$ cat config.mk
export PLATFORM = sky130hd
export DESIGN_NAME = timer_table_scheduler_core
export DESIGN_NICKNAME = d
export VERILOG_FILES = /design/src/hdl/ttsched_pkg.sv /design/src/hdl/ttsched_cell.sv /design/src/hdl/timer_table_scheduler_core.sv
export SDC_FILE = /design/constraint.sdc
export NUM_CORES = 2
export LEC_CHECK = 0
export BUFFER_PORTS_ARGS = -buffer_cell sky130_fd_sc_hd__buf_2
export CAP_MARGIN = 20
export CORE_UTILIZATION = 52
export DETAILED_ROUTE_END_ITERATION = 6
export PLACE_DENSITY = 0.66
export SLEW_MARGIN = 20
export SYNTH_ARGS = -nofsm -noshare
export SYNTH_HDL_FRONTEND = slang
export SYNTH_SLANG_ARGS = --single-unit
export TNS_END_PERCENT = 1
$ cat constraint.sdc
create_clock -name clk_i -period 19.6 [get_ports clk_i]
set_clock_uncertainty 0.1 [all_clocks]
set_input_delay 3.92 -clock clk_i [delete_from_list [all_inputs] [get_ports clk_i]]
set_output_delay 3.92 -clock clk_i [all_outputs]
set_load 0.05 [all_outputs]
$ cat src/hdl/ttsched_pkg.sv
// shared types, constants and helpers for the timer table scheduler
// no dependencies; imported by ttsched_cell and timer_table_scheduler_core
package ttsched_pkg;

  localparam int TimerSlots = 16;
  localparam int IdxW = (TimerSlots > 1) ? $clog2(TimerSlots) : 1;
  localparam int CntW = $clog2(TimerSlots + 1);
  localparam logic [31:0] TimeMax = 32'hFFFF_FFFF;

  typedef enum logic [1:0] {
    CmdOneShot  = 2'd0,
    CmdPeriodic = 2'd1,
    CmdCancel   = 2'd2,
    CmdTick     = 2'd3
  } cmd_e;

  typedef enum logic [1:0] {
    StIdle,
    StScan,
    StDone
  } state_e;

  typedef struct packed {
    logic [31:0] id;
    logic [31:0] due;
    logic [31:0] interval;
  } entry_t;

  // per-cycle control broadcast to every cell of the row
  typedef struct packed {
    logic            shift_en;
    logic            ins_en;
    logic [IdxW-1:0] ins_pos;
  } cell_ctrl_t;

  function automatic logic [31:0] sat_add(input logic [31:0] a, input logic [31:0] b);
    logic [32:0] s;
    s = {1'b0, a} + {1'b0, b};
    return s[32] ? TimeMax : s[31:0];
  endfunction

endpackage

$ cat src/hdl/ttsched_cell.sv
// one slot of the timer row: holds one entry, loads it from the right-hand
// neighbor on a shift or from the insert bus; depends on ttsched_pkg
module ttsched_cell import ttsched_pkg::*; (
  input  logic            clk_i,
  input  logic [IdxW-1:0] cell_idx_i,
  input  cell_ctrl_t      ctrl_i,
  input  entry_t          ins_data_i,
  input  entry_t          right_i,
  output entry_t          entry_o
);

  entry_t entry_q, entry_d;

  always_comb begin
    entry_d = entry_q;
    if (ctrl_i.ins_en && (ctrl_i.ins_pos == cell_idx_i)) begin
      entry_d = ins_data_i;
    end else if (ctrl_i.shift_en && (!ctrl_i.ins_en || (cell_idx_i < ctrl_i.ins_pos))) begin
      entry_d = right_i;
    end
  end

  always_ff @(posedge clk_i) begin
    entry_q <= entry_d;
  end

  assign entry_o = entry_q;

endmodule

$ cat src/hdl/timer_table_scheduler_core.sv
// timer table scheduler: ordered list of one-shot and periodic timers kept
// in a row of shifting cells; depends on ttsched_pkg and ttsched_cell
// schedule: never busy, ack item on the result ports the cycle after start
// cancel, tick: busy while the list is scanned, one pop per timer, then done;
//   the next item is taken only once the block is back in idle
// fired items: at most one per cycle, each shown the cycle after the head pops the next
//   due timer; the final one, with last, shows the cycle after done
// reset (rst_ni low, async) empties the list, id counter to 1, time to 0,
// min_interval to 1; results are strobes and cannot be stalled by the receiver
module timer_table_scheduler_core import ttsched_pkg::*; (
  input  logic        clk_i,
  input  logic        rst_ni,
  input  logic        start,
  output logic        busy,
  input  logic [1:0]  cmd_i,
  input  logic [31:0] delay_ms_i,
  input  logic [31:0] timer_id_i,
  input  logic [31:0] now_ms_i,
  input  logic        min_interval_we_i,
  input  logic [15:0] min_interval_i,
  output logic        result_valid_o,
  output logic        kind_o,
  output logic [31:0] out_id_o,
  output logic        periodic_o,
  output logic        last_o
);

  state_e state_q, state_d;

  // control registers
  logic [15:0]     min_interval_q;
  logic [CntW-1:0] n_q, n_d;      // timers held, always a prefix of the row
  logic [CntW-1:0] u_q, u_d;      // entries still to pop this round
  logic [CntW-1:0] k_q, k_d;      // entries kept this round
  logic [CntW-1:0] m_q, m_d;      // periodic entries re-armed this round
  logic            found_q, found_d;
  logic [31:0]     next_id_q, next_id_d;
  logic [31:0]     last_now_q, last_now_d;
  cmd_e            cmd_q, cmd_d;
  logic [31:0]     arg_q, arg_d;  // cancel id or tick time

  // one fired item held back so the final one can carry last
  logic            pend_valid_q, pend_valid_d;
  logic [31:0]     pend_id_q, pend_id_d;
  logic            pend_per_q, pend_per_d;

  // result register
  logic            out_valid_q, out_valid_d;
  logic            out_kind_q, out_kind_d;
  logic [31:0]     out_id_q, out_id_d;
  logic            out_per_q, out_per_d;
  logic            out_last_q, out_last_d;

  cell_ctrl_t      ctrl;
  entry_t          ins_data;
  entry_t          cells [TimerSlots];

  logic            accept;
  cmd_e            cmd_in;
  entry_t          head;
  logic [CntW-1:0] base;
  logic [CntW-1:0] rearm_pos;
  logic [31:0]     period;
  logic [31:0]     sched_due;
  logic [31:0]     id_inc;

  assign busy   = (state_q != StIdle);
  assign accept = start && !busy;
  assign cmd_in = cmd_e'(cmd_i);
  assign head   = cells[0];

  // row of cells, each handing its entry to the left neighbor on a shift
  for (genvar j = 0; j < TimerSlots; j++) begin : g_cell
    entry_t right;
    if (j == TimerSlots - 1) begin : g_end
      assign right = cells[j];
    end else begin : g_mid
      assign right = cells[j+1];
    end
    ttsched_cell u_cell (
      .clk_i      (clk_i),
      .cell_idx_i (IdxW'(j)),
      .ctrl_i     (ctrl),
      .ins_data_i (ins_data),
      .right_i    (right),
      .entry_o    (cells[j])
    );
  end

  // next state
  always_comb begin
    state_d = state_q;
    case (state_q)
      StIdle: begin
        if (accept && ((cmd_in == CmdCancel) || (cmd_in == CmdTick))) begin
          state_d = (n_q == '0) ? StDone : StScan;
        end
      end
      StScan: begin
        if (u_q == CntW'(1)) state_d = StDone;
      end
      StDone:  state_d = StIdle;
      default: state_d = StIdle;
    endcase
  end

  // schedule arithmetic
  always_comb begin
    if (cmd_in == CmdPeriodic) begin
      period = (delay_ms_i > {16'b0, min_interval_q}) ? delay_ms_i : {16'b0, min_interval_q};
    end else begin
      period = '0;
    end
    sched_due = sat_add(last_now_q, (cmd_in == CmdPeriodic) ? period : delay_ms_i);
    id_inc    = next_id_q + 32'd1;
  end

  // popped head goes back in after the unpopped and kept entries;
  // re-armed periodic ones go after those
  assign base      = u_q - CntW'(1) + k_q;
  assign rearm_pos = base + m_q;

  // datapath and outputs
  always_comb begin
    ctrl         = '0;
    ins_data     = head;
    n_d          = n_q;
    u_d          = u_q;
    k_d          = k_q;
    m_d          = m_q;
    found_d      = found_q;
    next_id_d    = next_id_q;
    last_now_d   = last_now_q;
    cmd_d        = cmd_q;
    arg_d        = arg_q;
    pend_valid_d = pend_valid_q;
    pend_id_d    = pend_id_q;
    pend_per_d   = pend_per_q;
    out_valid_d  = 1'b0;
    out_kind_d   = out_kind_q;
    out_id_d     = out_id_q;
    out_per_d    = out_per_q;
    out_last_d   = out_last_q;

    case (state_q)
      StIdle: begin
        if (accept) begin
          cmd_d = cmd_in;
          u_d   = n_q;
          k_d   = '0;
          m_d   = '0;
          found_d = 1'b0;
          case (cmd_in)
            CmdOneShot, CmdPeriodic: begin
              out_valid_d = 1'b1;
              out_kind_d  = 1'b0;
              out_per_d   = 1'b0;
              out_last_d  = 1'b1;
              if (n_q < CntW'(TimerSlots)) begin
                ctrl.ins_en  = 1'b1;
                ctrl.ins_pos = n_q[IdxW-1:0];
                ins_data     = '{id: next_id_q, due: sched_due, interval: period};
                n_d          = n_q + CntW'(1);
                out_id_d     = next_id_q;
                // id zero is reserved for the table-full ack
                next_id_d    = (id_inc == '0) ? 32'd1 : id_inc;
              end else begin
                out_id_d = '0;
              end
            end
            CmdCancel: arg_d = timer_id_i;
            CmdTick: begin
              arg_d      = now_ms_i;
              last_now_d = now_ms_i;
            end
            default: ;
          endcase
        end
      end

      StScan: begin
        ctrl.shift_en = 1'b1;
        u_d = u_q - CntW'(1);
        if (cmd_q == CmdTick) begin
          if (head.due <= arg_q) begin
            // timer fires: emit the held item, hold this one
            pend_valid_d = 1'b1;
            pend_id_d    = head.id;
            pend_per_d   = (head.interval != '0);
            if (pend_valid_q) begin
              out_valid_d = 1'b1;
              out_kind_d  = 1'b1;
              out_id_d    = pend_id_q;
              out_per_d   = pend_per_q;
              out_last_d  = 1'b0;
            end
            if (head.interval != '0) begin
              ctrl.ins_en  = 1'b1;
              ctrl.ins_pos = rearm_pos[IdxW-1:0];
              ins_data.due = sat_add(arg_q, head.interval);
              m_d          = m_q + CntW'(1);
            end
          end else begin
            ctrl.ins_en  = 1'b1;
            ctrl.ins_pos = base[IdxW-1:0];
            k_d          = k_q + CntW'(1);
          end
        end else begin
          // cancel drops only the first match
          if (!found_q && (head.id == arg_q)) begin
            found_d = 1'b1;
          end else begin
            ctrl.ins_en  = 1'b1;
            ctrl.ins_pos = base[IdxW-1:0];
            k_d          = k_q + CntW'(1);
          end
        end
      end

      StDone: begin
        n_d = k_q + m_q;
        if (pend_valid_q) begin
          out_valid_d  = 1'b1;
          out_kind_d   = 1'b1;
          out_id_d     = pend_id_q;
          out_per_d    = pend_per_q;
          out_last_d   = 1'b1;
          pend_valid_d = 1'b0;
        end
      end

      default: ;
    endcase
  end

  always_ff @(posedge clk_i or negedge rst_ni) begin
    if (!rst_ni) begin
      state_q        <= StIdle;
      min_interval_q <= 16'd1;
      n_q            <= '0;
      u_q            <= '0;
      k_q            <= '0;
      m_q            <= '0;
      found_q        <= 1'b0;
      next_id_q      <= 32'd1;
      last_now_q     <= '0;
      cmd_q          <= CmdOneShot;
      pend_valid_q   <= 1'b0;
      out_valid_q    <= 1'b0;
    end else begin
      state_q      <= state_d;
      if (min_interval_we_i) min_interval_q <= min_interval_i;
      n_q          <= n_d;
      u_q          <= u_d;
      k_q          <= k_d;
      m_q          <= m_d;
      found_q      <= found_d;
      next_id_q    <= next_id_d;
      last_now_q   <= last_now_d;
      cmd_q        <= cmd_d;
      pend_valid_q <= pend_valid_d;
      out_valid_q  <= out_valid_d;
    end
  end

  // payload registers
  always_ff @(posedge clk_i) begin
    arg_q      <= arg_d;
    pend_id_q  <= pend_id_d;
    pend_per_q <= pend_per_d;
    out_kind_q <= out_kind_d;
    out_id_q   <= out_id_d;
    out_per_q  <= out_per_d;
    out_last_q <= out_last_d;
  end

  assign result_valid_o = out_valid_q;
  assign kind_o         = out_kind_q;
  assign out_id_o       = out_id_q;
  assign periodic_o     = out_per_q;
  assign last_o         = out_last_q;

  // an ack is always the only item of its command
  a_ack_last: assert property (@(posedge clk_i) disable iff (!rst_ni)
    (out_valid_q && !out_kind_q) |-> out_last_q)
    else $error("ack item without last");

  // the row never holds more timers than it has cells
  a_fill: assert property (@(posedge clk_i) disable iff (!rst_ni)
    n_q <= CntW'(TimerSlots))
    else $error("fill count beyond row size");

  // a held fired item never survives into idle
  a_pend_idle: assert property (@(posedge clk_i) disable iff (!rst_ni)
    (state_q == StIdle) |-> !pend_valid_q)
    else $error("fired item left pending");

  // a round never grows the list
  a_round_size: assert property (@(posedge clk_i) disable iff (!rst_ni)
    (state_q == StScan) |-> ((u_q + k_q + m_q) <= n_q))
    else $error("round bookkeeping exceeds fill count");

endmodule
==> flow_summary.ini <==
[timing]
finalSetupViolCount = 0
min_period_ps = 10680
max_slew_margin_pct = 22.0
drv_slew = 0
tightest_slew_ps = 1170
hold_viol_final = 0
fmax_mhz = 93.6
post-route-period-util_pct = 54.5
whs_ps = 375
setup_ws_ps = 8920
fin_setup_tns_ps = 0
rsz0062_at_grt = false

[cts]
cts_tree = done
insertion_delay_ps = 850
path_clk_slew_ps = 60
cts-hold-fix-buffers = 0
cts_buffer_depth = 3
cts-buffers-inserted = 182
htreeDepth = 4
root_buffer = clkbuf_16
cts_sinks = 1743
cts-resized-gates = 0
cts_setup_buffers = 0

[place]
place_area_mm2 = 0.0838
gp_congestion = 0.970
placed_cells_incl_taps = 7181
portBuffers = 154
dp_slack_ps = 8220
dp_hpwl_um = 137000

[finish]
area_delta_synth_final_pct = 10.6
final_common_cell = edfxtp_1
layoutNonFillerInstCount = 7526
layout_common_cells = edfxtp_1 (1636), mux2_2 (1517), nand2_1 (252)
layout-drive-gt1-share_pct = 38.7
fin_nets = 5584
final_area_mm2 = 0.0898

[worst_setup_path]
cpMostUsedCell = o21ai_0
r2r-start = min_interval_q[9]
critPathSlowestCell = a2111oi_0
criticalPathCategory = input port to flop
slowest_delay_ps = 750
cp.required_ps = 20060
path_max_fanout = 19
arrival_ps = 11140
path_depth = 22
cpLargestDelayFamily = simple AND/OR/NAND/NOR gates
crit_path_start_kind = input port
r2r-end = g_cell[0].u_cell.entry_o[38]
end_kind = flop
r2r_slack_ps = 11950
path_cells = buf_2, or4_1, nor2_1, nand3_1, nor3_1, o21ai_0, nor3b_2, or2_2, nand3b_1, buf_4, mux2_2, ha_1, a21oi_1, o21ai_0, a2111oi_0, a21o_1, and3_1, o21ai_1, buf_4, o21ai_0, nand3_1, mux2_2
crit_start = delay_ms_i[19]
crit_buf_inv = 3
crit_path_end = g_cell[0].u_cell.entry_o[38]
reg2regPathDepth = 23

[synth]
synth_area_leaders = edfxtp_1 (61%), mux2_2 (21%), dfrtp_1 (3.2%), ha_1 (2.1%), nand2_1 (1.2%)
synthCells = 5244
yosysTopAreaCell = edfxtp_1
ys_warn_count = 0
synth_ff_type = edfxtp_1
synth_area_mm2 = 0.0811
syn_nets = 5500
synth_edf_count = 1636
ys_seq_elements = 1743
async_flop_share_pct = 6.14
ys_seq_area_share_pct = 63.8
synthDistinctLibCells = 82
synth_top_cell_area_share_pct = 60.5
avgSynthCellArea_um2 = 15.5

[power_and_ir_drop]
p_leak_nw = 30.4
power_density_mw_per_mm2 = 157
vdd_ir_drop_max_mv = 0.194

[drt]
ant_nets = 0
avgRoutedWirePerCell_um = 28.0
viasPerCell = 6.12
top_layer_used = met5
totalWireLength_um = 210000
drtIter0Drc = 4243
vias = 46100
drcViolationCount = 117
drt-met1-wl_um = 97500
wl_met3_um = 15700
route.met2.wl_um = 91300
firstDrtPassIters = 7

[floorplan]
dieWidth_um = 397
fp-row-count = 144
core_mm2 = 0.154
die_area_mm2 = 0.158
fp.dieH_um = 397
start_util_pct = 52.6
ioPinCount = 155

[status]
outcome = finished with violations
failed_checks = design-rule violations

[global_routing]
grt_overflow = 0
grt_pass1_wl_um = 310000
antenna_found_initial = 10
grt_use_total_pct = 26.7
grt_max_degree = 80
grt_pass1_vias = 44800

[job]
maxCapViolCount = 0

[hold_path]
hp-class = flop to flop
cells in the mapped netlist (all sizes together), types with 26 or more instances:
cell type  instances
a21o              34
a21oi            125
a22o              50
buf              172
clkbuf           210
dfrtp            105
edfxtp          1636
ha               133
inv               89
mux2            1526
nand2            254
nand3             88
nand4             40
nor2              96
nor3              50
nor4              26
o211ai            43
o21ai            147
xnor2             43
xor2              54
state kept, by name, indices dropped and copies added, names as in the netlist:
signal,count
out_id_o,32
g_cell.u_cell.entry_o,1536
next_id_q,32
m_q,5
min_interval_q,16
pend_valid_q,1
kind_o,1
pend_id_q,32
k_q,5
found_q,1
last_o,1
arg_q,32
result_valid_o,1
state_q,2
last_now_q,32
cmd_q,2
n_q,5
periodic_o,1
u_q,5
pend_per_q,1
logic make-up after synthesis:
family | Yosys count | synth area share, %
xor+xnor | 97 | 1.05
simple gates | 669 | 4.06
buf+inv | 472 | 2.76
fa+ha+maj | 138 | 2.17
flops | 1743 | 63.8
mux | 1539 | 21.3
compound gates | 586 | 4.79
layer usage:
layer,up-vias,track usage [%]
met5,-,0
met4,10,7.87
met3,337,4.91
met2,1717,39.1
met1,23700,40.5
li1,20300,-
worst min path at each step:
| stage | slack, ps | to | cells after the start | startpoint |
|---|---|---|---|---|
| 2_1_floorplan | 360 | cmd_q[1] | 2 | cmd_q[1] |
| 3_3_place_gp | 380 | cmd_q[0] | 2 | cmd_q[0] |
| 3_5_place_dp | 380 | pend_id_q[31] | 0 | g_cell[0].u_cell.entry_o[95] |
| 4_1_cts | 370 | pend_id_q[7] | 0 | g_cell[0].u_cell.entry_o[71] |
| 5_1_grt | 380 | pend_id_q[7] | 0 | g_cell[0].u_cell.entry_o[71] |
| 6_report | 370 | pend_id_q[7] | 0 | g_cell[0].u_cell.entry_o[71] |
power by group:
part           internal (W)  switching, W  leakage, nW
registers           0.00559      0.000510         16.3
clock network       0.00191       0.00148         2.84
logic               0.00146       0.00313         11.3
cell type report:
type	count	area, um^2
Sequential cell	1743	51800
Clock inverter	96	1020
Antenna cell	7	17.5
Inverter	90	338
Fill cell	11800	64600
Multi-Input combinational cell	3029	27400
Tap cell	2044	2560
Clock buffer	235	4830
Timing Repair Buffer	282	1810
metrics by stage:
| stage | util, % | power [W] |
|---|---|---|
| detailed placement | 54.3 | 0.0106 |
| global placement | 54.2 | 0.0105 |
| global route | 58.1 | 0.0147 |
| CTS | 58.1 | 0.0141 |
| floorplan | - | 0.00910 |
| finish | 58.1 | 0.0141 |
(Power assumes the default switching activity.)
